$ cat config.mk
export PLATFORM = sky130hd
export DESIGN_NAME = wearable_event_alert_sequencer_unit
export DESIGN_NICKNAME = d
export VERILOG_FILES = /design/src/rtl/core/weas_pkg.sv /design/src/rtl/core/wearable_event_alert_sequencer_unit.sv /design/src/rtl/core/weas_div.sv /design/src/rtl/core/weas_dp.sv /design/src/rtl/core/weas_ctrl.sv
export SDC_FILE = /design/constraint.sdc
export NUM_CORES = 1
export LEC_CHECK = 0
export BUFFER_PORTS_ARGS = -buffer_cell sky130_fd_sc_hd__buf_2
export CAP_MARGIN = 40
export CORE_ASPECT_RATIO = 1.5
export CORE_MARGIN = 2
export CORE_UTILIZATION = 42
export DETAILED_ROUTE_END_ITERATION = 10
export SLEW_MARGIN = 0
export SYNTH_ARGS = -nofsm -noshare
export SYNTH_HDL_FRONTEND = slang
export SYNTH_HIERARCHICAL = 1
export SYNTH_SLANG_ARGS = --single-unit
$ cat constraint.sdc
create_clock -name clk -period 5.7 [get_ports clk]
set_clock_uncertainty 0.1 [all_clocks]
set_input_delay 1.71 -clock clk [delete_from_list [all_inputs] [get_ports clk]]
set_output_delay 1.71 -clock clk [all_outputs]
set_load 0.005 [all_outputs]
$ cat src/rtl/core/weas_pkg.sv
// ----------------------------------------------------------------------------
// Event alert sequencer package
// Shared constants, word layouts and the command and status groups that pass
// between the controller and the datapath.
// ----------------------------------------------------------------------------
`default_nettype none

package weas_pkg;

	localparam int TIME_BITS_DEF = 32;

	// Event modes, as reported in fsm_state.
	localparam logic [2:0] MODE_IDLE      = 3'd0;
	localparam logic [2:0] MODE_MONITOR   = 3'd1;
	localparam logic [2:0] MODE_CAND      = 3'd2;
	localparam logic [2:0] MODE_ALERT     = 3'd3;
	localparam logic [2:0] MODE_CONFIRMED = 3'd4;
	localparam logic [2:0] MODE_REJECTED  = 3'd5;
	localparam logic [2:0] MODE_COOLDOWN  = 3'd6;

	// Input opcodes.
	localparam logic [1:0] OP_UPDATE  = 2'd0;
	localparam logic [1:0] OP_CONFIRM = 2'd1;
	localparam logic [1:0] OP_REJECT  = 2'd2;
	localparam logic [1:0] OP_UNUSED  = 2'd3;

	// Labels.
	localparam logic [2:0] LABEL_NONE      = 3'd0;
	localparam logic [2:0] LABEL_USER_MAX  = 3'd4;
	localparam logic [2:0] LABEL_FALSE_POS = 3'd5;

	// Configuration register indexes.
	localparam logic [2:0] CFG_CONF_THRESHOLD = 3'd0;
	localparam logic [2:0] CFG_ACTIVITY_LIMIT = 3'd1;
	localparam logic [2:0] CFG_TRIGGER_MS     = 3'd2;
	localparam logic [2:0] CFG_COOLDOWN_MS    = 3'd3;
	localparam logic [2:0] CFG_ALERT_TIMEOUT  = 3'd4;

	// Configuration reset values.
	localparam logic [15:0] RST_CONF_THRESHOLD = 16'd45875;
	localparam logic [15:0] RST_ACTIVITY_LIMIT = 16'd512;
	localparam logic [31:0] RST_TRIGGER_MS     = 32'd30000;
	localparam logic [31:0] RST_COOLDOWN_MS    = 32'd300000;
	localparam logic [31:0] RST_ALERT_TIMEOUT  = 32'd60000;

	typedef struct packed {
		logic [1:0]  opcode;
		logic [31:0] now_ms;
		logic        signal_ok;
		logic        worn;
		logic [15:0] conf_level;
		logic [15:0] motion_level;
		logic [7:0]  reason_bits;
		logic [15:0] heart_rate;
		logic [15:0] hrv_rmssd;
		logic [2:0]  user_label;
	} in_word_t;

	typedef struct packed {
		logic [2:0]  fsm_state;
		logic        refused;
		logic        record_valid;
		logic [15:0] rec_confidence;
		logic [7:0]  rec_reasons;
		logic [15:0] rec_heart_rate;
		logic [15:0] rec_rmssd;
		logic [15:0] rec_activity;
		logic [2:0]  rec_label;
		logic [15:0] rec_seq;
	} out_word_t;

	// Controller to datapath.
	typedef struct packed {
		logic       load_item;
		logic       commit;
		logic       mode_we;
		logic [2:0] mode_nxt;
		logic       cand_init;
		logic       cand_accum;
		logic       seq_inc;
		logic       label_we;
		logic [2:0] label_val;
		logic       finish_we;
		logic       refused;
		logic       out_load;
	} dp_cmd_t;

	// Datapath to controller.
	typedef struct packed {
		logic [2:0] mode;
		logic [1:0] opcode;
		logic [2:0] label;
		logic       ok;
		logic       conf_ge;
		logic       act_lt;
		logic       trig_hit;
		logic       cool_run;
		logic       alert_to;
		logic       div_done;
	} dp_stat_t;

endpackage

`default_nettype wire

$ cat src/rtl/core/wearable_event_alert_sequencer_unit.sv
// ----------------------------------------------------------------------------
// Wearable event alert sequencer
// Qualifies physiological events from a stream of inference words through
// idle, monitoring, candidate, alerting, confirmed, rejected and cooldown,
// and returns the event mode and record for every word taken in.
// ----------------------------------------------------------------------------
//
//  Channel   Handshake              Payload                 Direction
//  in        in_valid / in_ready    in_word  (in_word_t)    into the block
//  out       out_valid / out_ready  out_word (out_word_t)   out of the block
//  cfg       cfg_we                 cfg_index, cfg_data     into the block
//
// A word passes from its acceptance through the decision state to the hand-off state, where
// its result is loaded; an update that extends a candidate waits in the divider state between
// them, and the divider skips its iterations when the running average saturates.
// The next word is taken once the result is in the output register; a stall on out_ready
// holds that register and keeps the following result waiting in the hand-off state.
// Reset is asynchronous and active low, restores the defaults, idle mode and a zero record.
// ----------------------------------------------------------------------------
`default_nettype none

module wearable_event_alert_sequencer_unit #(
	// Width of the wrapping millisecond time base.
	parameter int TIME_BITS = weas_pkg::TIME_BITS_DEF
) (
	input  wire logic                clk,
	input  wire logic                arst_n,
	input  wire logic                in_valid,
	output logic                     in_ready,
	input  wire weas_pkg::in_word_t  in_word,
	output logic                     out_valid,
	input  wire logic                out_ready,
	output weas_pkg::out_word_t      out_word,
	input  wire logic                cfg_we,
	input  wire logic [2:0]          cfg_index,
	input  wire logic [31:0]         cfg_data
);

	// The controller only sees the datapath status (mode, opcode, label and the decision flags);
	// the configuration, the event state and record, and the divider live in the datapath.
	weas_pkg::dp_cmd_t  cmd;
	weas_pkg::dp_stat_t stat;

	weas_ctrl u_ctrl (
		.clk       (clk),
		.arst_n    (arst_n),
		.in_valid  (in_valid),
		.in_ready  (in_ready),
		.out_valid (out_valid),
		.out_ready (out_ready),
		.stat      (stat),
		.cmd       (cmd)
	);

	// Time values are held at TIME_BITS and compared against the 32-bit
	// intervals after widening both sides, so differences wrap at 2^TIME_BITS.
	weas_dp #(
		.TIME_BITS (TIME_BITS)
	) u_dp (
		.clk       (clk),
		.arst_n    (arst_n),
		.cfg_we    (cfg_we),
		.cfg_index (cfg_index),
		.cfg_data  (cfg_data),
		.in_word   (in_word),
		.cmd       (cmd),
		.stat      (stat),
		.out_word  (out_word)
	);

endmodule

`default_nettype wire

$ cat src/rtl/core/weas_div.sv
// ----------------------------------------------------------------------------
// Average divider
// Restoring divider, one quotient bit a cycle, giving a 16-bit quotient that
// saturates at its maximum when the true quotient does not fit.
// ----------------------------------------------------------------------------
`default_nettype none

module weas_div (
	input  wire logic        clk,
	input  wire logic        arst_n,
	input  wire logic        start,
	input  wire logic [31:0] dividend,
	input  wire logic [15:0] divisor,
	output logic             done,
	output logic [15:0]      quotient
);

	logic        busy_q;
	logic        done_q;
	logic [3:0]  cnt_q;
	logic [15:0] rem_q;
	logic [15:0] dvd_q;
	logic [15:0] den_q;
	logic [15:0] quo_q;
	logic [16:0] shifted;
	logic        fits;

	assign shifted = {rem_q, dvd_q[15]};
	assign fits    = (shifted >= {1'b0, den_q});

	always_ff @(posedge clk or negedge arst_n) begin
		if (!arst_n) begin
			busy_q <= 1'b0;
			done_q <= 1'b0;
			cnt_q  <= '0;
		end else begin
			done_q <= 1'b0;
			if (start) begin
				// The quotient overflows 16 bits exactly when the top half of the
				// dividend is not below the divisor.
				if (dividend[31:16] >= divisor) begin
					done_q <= 1'b1;
				end else begin
					busy_q <= 1'b1;
					cnt_q  <= '0;
				end
			end else if (busy_q) begin
				cnt_q <= cnt_q + 4'd1;
				if (cnt_q == 4'hF) begin
					busy_q <= 1'b0;
					done_q <= 1'b1;
				end
			end
		end
	end

	always_ff @(posedge clk) begin
		if (start) begin
			rem_q <= dividend[31:16];
			dvd_q <= dividend[15:0];
			den_q <= divisor;
			quo_q <= '1;
		end else if (busy_q) begin
			dvd_q <= {dvd_q[14:0], 1'b0};
			if (fits) begin
				rem_q <= 16'(shifted - {1'b0, den_q});
				quo_q <= {quo_q[14:0], 1'b1};
			end else begin
				rem_q <= shifted[15:0];
				quo_q <= {quo_q[14:0], 1'b0};
			end
		end
	end

	assign done     = done_q;
	assign quotient = quo_q;

endmodule

`default_nettype wire

$ cat src/rtl/core/weas_dp.sv
// ----------------------------------------------------------------------------
// Event alert sequencer datapath
// Configuration, timing and candidate state, the event record, the averaging
// divider and the result word register.
// ----------------------------------------------------------------------------
`default_nettype none

module weas_dp #(
	parameter int TIME_BITS = weas_pkg::TIME_BITS_DEF
) (
	input  wire logic               clk,
	input  wire logic               arst_n,
	input  wire logic               cfg_we,
	input  wire logic [2:0]         cfg_index,
	input  wire logic [31:0]        cfg_data,
	input  wire weas_pkg::in_word_t in_word,
	input  wire weas_pkg::dp_cmd_t  cmd,
	output weas_pkg::dp_stat_t      stat,
	output weas_pkg::out_word_t     out_word
);

	localparam int CW = (TIME_BITS > 32) ? TIME_BITS : 32;

	logic [15:0]          thr_q, act_lim_q;
	logic [31:0]          trig_q, cool_q, tmo_q;

	weas_pkg::in_word_t   item_q;
	logic [2:0]           mode_q;
	logic [TIME_BITS-1:0] enter_q, cand_q, finish_q;
	logic [31:0]          total_q;
	logic [15:0]          samples_q;
	logic [15:0]          counter_q;
	logic                 refused_q;

	logic [15:0]          r_conf_q, r_hr_q, r_rmssd_q, r_act_q, r_seq_q;
	logic [7:0]           r_reasons_q;
	logic [2:0]           r_label_q;

	logic [TIME_BITS-1:0] now_t, el_cand, el_enter, el_finish;
	logic [32:0]          sum_ext;
	logic [31:0]          total_nxt;
	logic [15:0]          samples_nxt;
	logic [15:0]          counter_nxt;
	logic                 div_done;
	logic [15:0]          div_quo;
	logic                 rec_valid;

	assign now_t     = TIME_BITS'(item_q.now_ms);
	assign el_cand   = now_t - cand_q;
	assign el_enter  = now_t - enter_q;
	assign el_finish = now_t - finish_q;

	assign sum_ext     = {1'b0, total_q} + {17'd0, item_q.conf_level};
	assign total_nxt   = sum_ext[32] ? '1 : sum_ext[31:0];
	assign samples_nxt = (samples_q == 16'hFFFF) ? samples_q : samples_q + 16'd1;
	assign counter_nxt = counter_q + 16'd1;

	always_comb begin
		stat.mode     = mode_q;
		stat.opcode   = item_q.opcode;
		stat.label    = item_q.user_label;
		stat.ok       = item_q.signal_ok & item_q.worn;
		stat.conf_ge  = (item_q.conf_level >= thr_q);
		stat.act_lt   = (item_q.motion_level < act_lim_q);
		stat.trig_hit = (CW'(el_cand) >= CW'(trig_q));
		stat.cool_run = (CW'(el_finish) < CW'(cool_q));
		stat.alert_to = (CW'(el_enter) > CW'(tmo_q));
		stat.div_done = div_done;
	end

	weas_div u_div (
		.clk      (clk),
		.arst_n   (arst_n),
		.start    (cmd.commit & cmd.cand_accum),
		.dividend (total_nxt),
		.divisor  (samples_nxt),
		.done     (div_done),
		.quotient (div_quo)
	);

	always_ff @(posedge clk or negedge arst_n) begin
		if (!arst_n) begin
			thr_q     <= weas_pkg::RST_CONF_THRESHOLD;
			act_lim_q <= weas_pkg::RST_ACTIVITY_LIMIT;
			trig_q    <= weas_pkg::RST_TRIGGER_MS;
			cool_q    <= weas_pkg::RST_COOLDOWN_MS;
			tmo_q     <= weas_pkg::RST_ALERT_TIMEOUT;
		end else if (cfg_we) begin
			unique case (cfg_index)
				weas_pkg::CFG_CONF_THRESHOLD: thr_q     <= cfg_data[15:0];
				weas_pkg::CFG_ACTIVITY_LIMIT: act_lim_q <= cfg_data[15:0];
				weas_pkg::CFG_TRIGGER_MS:     trig_q    <= cfg_data;
				weas_pkg::CFG_COOLDOWN_MS:    cool_q    <= cfg_data;
				weas_pkg::CFG_ALERT_TIMEOUT:  tmo_q     <= cfg_data;
				default: ;
			endcase
		end
	end

	always_ff @(posedge clk or negedge arst_n) begin
		if (!arst_n) begin
			item_q <= '0;
		end else if (cmd.load_item) begin
			item_q <= in_word;
		end
	end

	always_ff @(posedge clk or negedge arst_n) begin
		if (!arst_n) begin
			mode_q      <= weas_pkg::MODE_IDLE;
			enter_q     <= '0;
			cand_q      <= '0;
			finish_q    <= '0;
			total_q     <= '0;
			samples_q   <= '0;
			counter_q   <= '0;
			refused_q   <= 1'b0;
			r_conf_q    <= '0;
			r_reasons_q <= '0;
			r_hr_q      <= '0;
			r_rmssd_q   <= '0;
			r_act_q     <= '0;
			r_label_q   <= weas_pkg::LABEL_NONE;
			r_seq_q     <= '0;
		end else begin
			if (cmd.commit) begin
				refused_q <= cmd.refused;
				if (cmd.mode_we) begin
					mode_q  <= cmd.mode_nxt;
					enter_q <= now_t;
				end
				if (cmd.finish_we) begin
					finish_q <= now_t;
				end
				if (cmd.label_we) begin
					r_label_q <= cmd.label_val;
				end
				if (cmd.cand_init) begin
					cand_q      <= now_t;
					total_q     <= {16'd0, item_q.conf_level};
					samples_q   <= 16'd1;
					r_conf_q    <= item_q.conf_level;
					r_reasons_q <= item_q.reason_bits;
					r_hr_q      <= item_q.heart_rate;
					r_rmssd_q   <= item_q.hrv_rmssd;
					r_act_q     <= item_q.motion_level;
					r_label_q   <= weas_pkg::LABEL_NONE;
					r_seq_q     <= '0;
				end
				if (cmd.cand_accum) begin
					total_q   <= total_nxt;
					samples_q <= samples_nxt;
					r_hr_q    <= item_q.heart_rate;
					r_rmssd_q <= item_q.hrv_rmssd;
				end
				if (cmd.seq_inc) begin
					counter_q <= counter_nxt;
					r_seq_q   <= counter_nxt;
				end
			end
			if (div_done) begin
				r_conf_q <= div_quo;
			end
		end
	end

	assign rec_valid = (mode_q == weas_pkg::MODE_ALERT) ||
	                   (mode_q == weas_pkg::MODE_CONFIRMED);

	always_ff @(posedge clk) begin
		if (cmd.out_load) begin
			out_word.fsm_state      <= mode_q;
			out_word.refused        <= refused_q;
			out_word.record_valid   <= rec_valid;
			out_word.rec_confidence <= rec_valid ? r_conf_q : '0;
			out_word.rec_reasons    <= rec_valid ? r_reasons_q : '0;
			out_word.rec_heart_rate <= rec_valid ? r_hr_q : '0;
			out_word.rec_rmssd      <= rec_valid ? r_rmssd_q : '0;
			out_word.rec_activity   <= rec_valid ? r_act_q : '0;
			out_word.rec_label      <= rec_valid ? r_label_q : weas_pkg::LABEL_NONE;
			out_word.rec_seq        <= rec_valid ? r_seq_q : '0;
		end
	end

endmodule

`default_nettype wire

$ cat src/rtl/core/weas_ctrl.sv
// ----------------------------------------------------------------------------
// Event alert sequencer controller
// Sequences each word through decision, averaging and result hand-off, and
// decides the event transitions from the datapath status.
// ----------------------------------------------------------------------------
`default_nettype none

module weas_ctrl (
	input  wire logic               clk,
	input  wire logic               arst_n,
	input  wire logic               in_valid,
	output logic                    in_ready,
	output logic                    out_valid,
	input  wire logic               out_ready,
	input  wire weas_pkg::dp_stat_t stat,
	output weas_pkg::dp_cmd_t       cmd
);

	localparam logic [1:0] S_IDLE = 2'd0;
	localparam logic [1:0] S_CALC = 2'd1;
	localparam logic [1:0] S_DIV  = 2'd2;
	localparam logic [1:0] S_OUT  = 2'd3;

	logic [1:0] state_q;
	logic       out_valid_q;
	logic       label_ok;
	logic       out_free;

	assign label_ok = (stat.label != weas_pkg::LABEL_NONE) &&
	                  (stat.label <= weas_pkg::LABEL_USER_MAX);
	assign out_free = !out_valid_q || out_ready;
	assign in_ready = (state_q == S_IDLE);
	assign out_valid = out_valid_q;

	// Event decision, applied by the datapath when commit is high.
	always_comb begin
		cmd            = '0;
		cmd.load_item  = in_valid && (state_q == S_IDLE);
		cmd.commit     = (state_q == S_CALC);
		cmd.out_load   = (state_q == S_OUT) && out_free;
		cmd.mode_nxt   = stat.mode;
		cmd.label_val  = stat.label;

		unique case (stat.opcode)
			weas_pkg::OP_UPDATE: begin
				unique case (stat.mode)
					weas_pkg::MODE_MONITOR: begin
						if (!stat.ok) begin
							cmd.mode_we  = 1'b1;
							cmd.mode_nxt = weas_pkg::MODE_IDLE;
						end else if (stat.conf_ge && stat.act_lt) begin
							cmd.cand_init = 1'b1;
							cmd.mode_we   = 1'b1;
							cmd.mode_nxt  = weas_pkg::MODE_CAND;
						end
					end
					weas_pkg::MODE_CAND: begin
						if (!stat.ok || !stat.act_lt || !stat.conf_ge) begin
							cmd.mode_we  = 1'b1;
							cmd.mode_nxt = weas_pkg::MODE_MONITOR;
						end else begin
							cmd.cand_accum = 1'b1;
							if (stat.trig_hit) begin
								cmd.mode_we = 1'b1;
								if (stat.cool_run) begin
									cmd.mode_nxt = weas_pkg::MODE_COOLDOWN;
								end else begin
									cmd.seq_inc  = 1'b1;
									cmd.mode_nxt = weas_pkg::MODE_ALERT;
								end
							end
						end
					end
					weas_pkg::MODE_ALERT: begin
						if (stat.alert_to) begin
							cmd.mode_we  = 1'b1;
							cmd.mode_nxt = weas_pkg::MODE_REJECTED;
						end
					end
					weas_pkg::MODE_CONFIRMED, weas_pkg::MODE_REJECTED: begin
						cmd.finish_we = 1'b1;
						cmd.mode_we   = 1'b1;
						cmd.mode_nxt  = weas_pkg::MODE_COOLDOWN;
					end
					weas_pkg::MODE_COOLDOWN: begin
						if (!stat.cool_run) begin
							cmd.mode_we  = 1'b1;
							cmd.mode_nxt = weas_pkg::MODE_MONITOR;
						end
					end
					default: begin
						if (stat.ok) begin
							cmd.mode_we  = 1'b1;
							cmd.mode_nxt = weas_pkg::MODE_MONITOR;
						end
					end
				endcase
			end
			weas_pkg::OP_CONFIRM: begin
				if (stat.mode != weas_pkg::MODE_ALERT || !label_ok) begin
					cmd.refused = 1'b1;
				end else begin
					cmd.label_we = 1'b1;
					cmd.mode_we  = 1'b1;
					cmd.mode_nxt = weas_pkg::MODE_CONFIRMED;
				end
			end
			weas_pkg::OP_REJECT: begin
				if (stat.mode != weas_pkg::MODE_ALERT) begin
					cmd.refused = 1'b1;
				end else begin
					cmd.label_we  = 1'b1;
					cmd.label_val = weas_pkg::LABEL_FALSE_POS;
					cmd.mode_we   = 1'b1;
					cmd.mode_nxt  = weas_pkg::MODE_REJECTED;
				end
			end
			weas_pkg::OP_UNUSED: begin
				cmd.refused = 1'b1;
			end
		endcase
	end

	always_ff @(posedge clk or negedge arst_n) begin
		if (!arst_n) begin
			state_q     <= S_IDLE;
			out_valid_q <= 1'b0;
		end else begin
			if (cmd.out_load) begin
				out_valid_q <= 1'b1;
			end else if (out_ready) begin
				out_valid_q <= 1'b0;
			end
			unique case (state_q)
				S_IDLE: begin
					if (in_valid) begin
						state_q <= S_CALC;
					end
				end
				S_CALC: begin
					state_q <= cmd.cand_accum ? S_DIV : S_OUT;
				end
				S_DIV: begin
					if (stat.div_done) begin
						state_q <= S_OUT;
					end
				end
				S_OUT: begin
					if (out_free) begin
						state_q <= S_IDLE;
					end
				end
			endcase
		end
	end

endmodule

`default_nettype wire
Yosys cells after proc, flatten, opt, wreduce, memory -nomap -nowiden. Cells that the tools add are included.

Flip-flop bits (word level): 663. Bits of input ports: 151.

Mux-type cells: 69. Add/subtract/negate cells: 8. Equality and inequality tests: 30. $lt $le $gt $ge: 8. Bitwise logic cells: 2. Reduce and logical (&&, ||, !) cells: 43.

Operators with widths (number): two-way mux 16 bit (17); two-way mux 32 bit (3); subtractor 32 bit (3); two-way mux 4 bit (12); adder 32 x 16 -> 33 bit (1); adder 16 x 1 -> 16 bit, second input constant (2); greater-or-equal comparator 16 bit (2); greater-or-equal comparator 32 bit (1); greater-than comparator 32 bit (1); < comparator 32 bit (1); AND reduction 2 bit (14); two-way mux 1 bit (21); case mux 4 bit (5 select lines) (1); greater-or-equal comparator 17 x 16 -> 1 bit (1); equality test 16 bit, second input constant (1); < comparator 16 bit (1); subtractor 16 bit (1); two-way mux 3 bit (5); nonzero test 2 bit (7); equality test 3 x 2 -> 1 bit, second input constant (4); equality test 3 bit, second input constant (4); case mux 4 bit (3 select lines) (1); two-way mux 2 bit (5); AND reduction 10 bit (1); 26 further kinds (50).

Longest topological paths before layout.
Depth after elaboration: 10. Mapped depth: 31. Gate-level depth less buffers: 30.

Modules after synthesis. The synthesis kept the hierarchy.

By module, submodules not included: weas_dp (cells each 3176, area each 32068.3 um^2, instances 1); weas_div (cells each 368, area each 4040.1 um^2, instances 1); weas_ctrl (cells each 97, area each 726.9 um^2, instances 1).

Worst setup path before layout. No wires, ideal clock.

Path kind: register to register. Start point: register u_dp.item_q (netlist bit u_dp/now_t[0]). End point: register u_dp.enter_q[10]. Arrival: 5.891 ns. Library setup time: 0.125 ns. Stages on the path, launching flop included: 29. Required time: 5.475 ns. Period minus slack after synthesis: 6.116 ns. Slack: -0.416 ns. Cell sequence: dfrtp_1 > inv_1 > ha_1 > inv_1 > fa_1 > a21o_1 > a21oi_1 > o21ai_0 > a211o_1 > o311ai_1 > nand3_1 > a31o_2 > a21oi_1 > xnor2_1 > ha_1 > nor2b_1 > o21ai_0 > nand2b_1 > a21oi_1 > nor2b_1 > o21ai_0 > nand2b_1 > a2111oi_0 > a21oi_1 > a211oi_1 > o32ai_2 > nand2_1 > clkbuf_1 > mux2_2.

RTL lines: from (decl) (RTL line weas_dp.sv:27) `weas_pkg::in_word_t item_q;`; from (signal assigned) (RTL line weas_dp.sv:104) `item_q <= in_word;`; to (signal assigned) (RTL line weas_dp.sv:130) `enter_q <= now_t;`; to (decl) (RTL line weas_dp.sv:29) `logic [TIME_BITS-1:0] enter_q, cand_q, finish_q;`.

==> metrics.md <==
| Metric | Value |
|---|---|
| Status | `finished, violations left` |
| Violated checks | `negative setup slack` |
| Maximum clock frequency | `around 170 MHz` |
| CTS Buf Count | `70` |
| Synth Register Bits | `~660` |
| Port Buf Inserts | `248` |
| Chip Height | `367 um` |
| Most used cell, CP | `buf_4` |
| Max Cap Viol | `0` |
| Final Slew Violations | `0` |
| Reg clk slew, reported paths | `roughly 0.060 ns` |
| GP Congestion | `0.887` |
| Largest cells by area after synthesis | `dfrtp_1 (32%), edfxtp_1 (12%), ha_1 (9.4%), mux2_2 (7.0%), nand2_1 (5.1%)` |
| Post-route setup slack | `-0.307 ns` |
| Crit-path leading delay family | `compound AO/OA/AOI/OAI gates` |
| Yosys warns | `6` |
| Non-filler cells in the finished layout | `between 5000 and 6000` |
| Measured slew at the worst slew-check pin | `~0.88 ns` |
| HP Class | `flip-flop to flip-flop` |
| Max stage delay on crit path | `about 0.42 ns` |
| Ys flop type | `dfrtp_1` |
| Most common cell in the netlist | `nand2_1` |
| Finish-stage setup viols | `35` |
| Initial DRC Count | `~1600` |
| Crit-path max FO | `4` |
| DIE WIDTH | `around 250 um` |
| Min Hold Slack | `~0.36 ns` |
| TritonCTS sink count | `between 600 and 700` |
| DP Wirelength | `around 72 mm` |
| Kind of critical path | `flip-flop to flip-flop` |
| Vias/cell | `roughly 5.2` |
| Post-synth top area share | `0.320` |
| Worst IR Drop VDD | `about 0.27 mV` |
| RSZ-0062 raised after global routing | `yes` |
| Clk buf depth | `3` |
| Fin nets | `4502` |
| Setup_tns | `-8.62 ns` |
| CP startpoint kind | `flip-flop` |
| DRT antenna net count | `0` |
| Largest net degree at the start of global routing | `85` |
| Cells after DPL | `around 5000` |
| Buf+Inv Stages, Crit Path | `12` |
| Grt ovf | `0` |
| Share of layout cells above drive strength 1 | `0.239` |
| Final hold violation count | `0` |
| Die area | `about 0.090 mm2` |
| Initial Util | `0.422` |
| CP Data Arrival Time | `~6.4 ns` |
| Post-route DRC violation count | `0` |
| CP endpoint kind | `flip-flop` |
| Area after DPL | `between 0.04 and 0.05 mm2` |
| Fin util | `0.506` |
| Sequential area share after synthesis | `0.469` |
| Leakage | `20.5 nW` |
| Worst skew pair latency | `between 0.6 and 0.7 ns` |
| Placement Rows | `roughly 130` |
| Vias post-DR | `about 28000` |
| Relative slew slack | `0.415` |
| Area added between synthesis and finish | `20.0%` |
| Detailed Route WL | `around 99 mm` |
| Total Routing Usage GR | `0.221` |
| I/O pin count | `approximately 250` |
| Pwr/cell area | `about 530 mW/mm2` |
| H-tree depth | `3` |
| Final Critical Period | `between 6 and 7 ns` |
| Async set or reset register ratio after synthesis | `0.759` |
| Instance count of the mapped netlist | `3641` |
| First-pass GRT wire length | `156 mm` |
| Initial antenna violation count | `13` |
| Core ar. | `slightly below 0.09 mm2` |
| Post-synth top cells | `nand2_1 (503), dfrtp_1 (471), inv_1 (307)` |
| Worst Path Required | `6.11 ns` |
| Drt first pass iters | `5` |
| Wire per inst | `around 19 um` |
| Clock root cell | `clkbuf_16` |
| Slowest CP cell | `dfrtp_1` |
| Design area | `around 0.044 mm2` |
| Syn_nets | `roughly 4000` |
| Vias in the first global route | `27915` |
| Avg Inst Size Synth | `about 10 um2` |
| Area leader, netlist | `dfrtp_1` |
| Synth Cell Area | `0.0368 mm2` |
| EDFF count, synth | `144` |
| Final period util | `1.05` |
| CTS tree | `done` |
| Yosys cell types | `slightly above 90` |
-- registers in the layout, indices dropped and copies added, names as in the netlist, 32 cells and up --
name,cells
u_dp/tmo_q,32
u_dp/item_q,74
u_dp/cool_q,32
u_dp/trig_q,32
u_dp/out_word,96
u_dp/finish_q,32
u_dp/enter_q,32
u_dp/now_t,32
u_dp/total_q,32
u_dp/cand_q,32
-- cell usage in the layout (no fill, tap or decap), types with 13 or more instances in the layout --
cell,n
a21o_1,108
a21oi_1,150
a21oi_2,16
a31oi_1,39
and2_1,110
and3_1,24
buf_12,13
buf_2,247
buf_4,225
clkbuf_1,16
clkbuf_16,72
dfrtp_1,471
dfstp_2,32
dfxtp_1,16
edfxtp_1,144
ha_1,271
inv_1,302
mux2_2,200
mux2_4,30
mux2i_1,44
nand2_1,499
nand2b_1,31
nand3_1,52
nand4_1,46
nor2_1,123
nor2b_1,30
nor3_1,32
o21a_1,34
o21ai_0,242
o21ai_1,17
o21bai_1,17
xnor2_1,101
xor2_1,54
-- cell type report --
class | count | area (um2)
diodes | 8 | 20.0
clock buffers | 99 | 2000
multi-input cells | 2526 | 18500
well taps | 1147 | 1440
inverters | 307 | 1150
fillers | 8069 | 43200
repair buffers | 500 | 3490
flip-flops and latches | 663 | 17300
clock inverters | 31 | 358
-- per-layer routing --
metal	part of all wire	global-route usage	routed length (um)
met1	0.40	0.262	40100
met2	0.51	0.388	50200
met3	0.038	0.0298	3750
met4	0.052	0.116	5130
met5	0.00053	0	53
-- worst reg2reg max path, delay by kind of cell, from the launching register on --
kind                       cells  cell delay [ns]
AOI/OAI and AO/OA              9             2.00
xor gates and xnor gates       1             0.20
adders and majority gates      2             0.59
buffers and inverters         12             1.62
DFF                            1             0.42
muxes                          1             0.29
and+or+nand+nor                6             0.68
-- worst paths after layout --
check | depth (start not counted) | startpoint | endpoint | slack (ns)
worst max register to register | 31 | u_dp/now_t[5] | u_dp/enter_q[10] | -0.31
worst min register to register | 2 | u_dp/r_rmssd_q[9] | u_dp/r_rmssd_q[9] | 0.36
min in group asynchronous | 1 | arst_n | u_dp/now_t[26] | 0.94
worst max-delay path | 31 | u_dp/now_t[5] | u_dp/enter_q[10] | -0.31
max in group asynchronous | 2 | arst_n | u_dp/item_q[8] | 3.56
worst min-delay path | 2 | u_dp/r_rmssd_q[9] | u_dp/r_rmssd_q[9] | 0.36
-- where the power goes --
group	total, mW	switching (mW)	internal (mW)
Sequential	6.46	0.609	5.85
Combinational	12.3	6.32	5.95
Clock	4.69	2.01	2.67
Total	23.4	8.95	14.5
-- through the flow --
stage	setup slack, ns	power (mW)
after global routing	-0.521	25.2
final	-0.307	23.4
after global placement	-0.556	17.5
after detailed placement	-0.696	17.6
after floorplan	-0.0150	13.5
after CTS	-0.303	23.2
-- cells by family after synthesis --
kind of cell / synth area share
AOI/OAI and AO/OA: 0.137
and+or+nand+nor: 0.130
muxes: 0.0823
xor gates and xnor gates: 0.0371
buffers and inverters: 0.0476
DFF: 0.469
adders and majority gates: 0.0971
-- timing repair --
action	in CTS	in global routing
gates cloned	4	2
endpoints found under the setup margin	67	67
setup buffers	25	16
pin swaps	36	59
hold buffers	0	0
gates resized for setup	98	52
(Power assumes the default switching activity.)
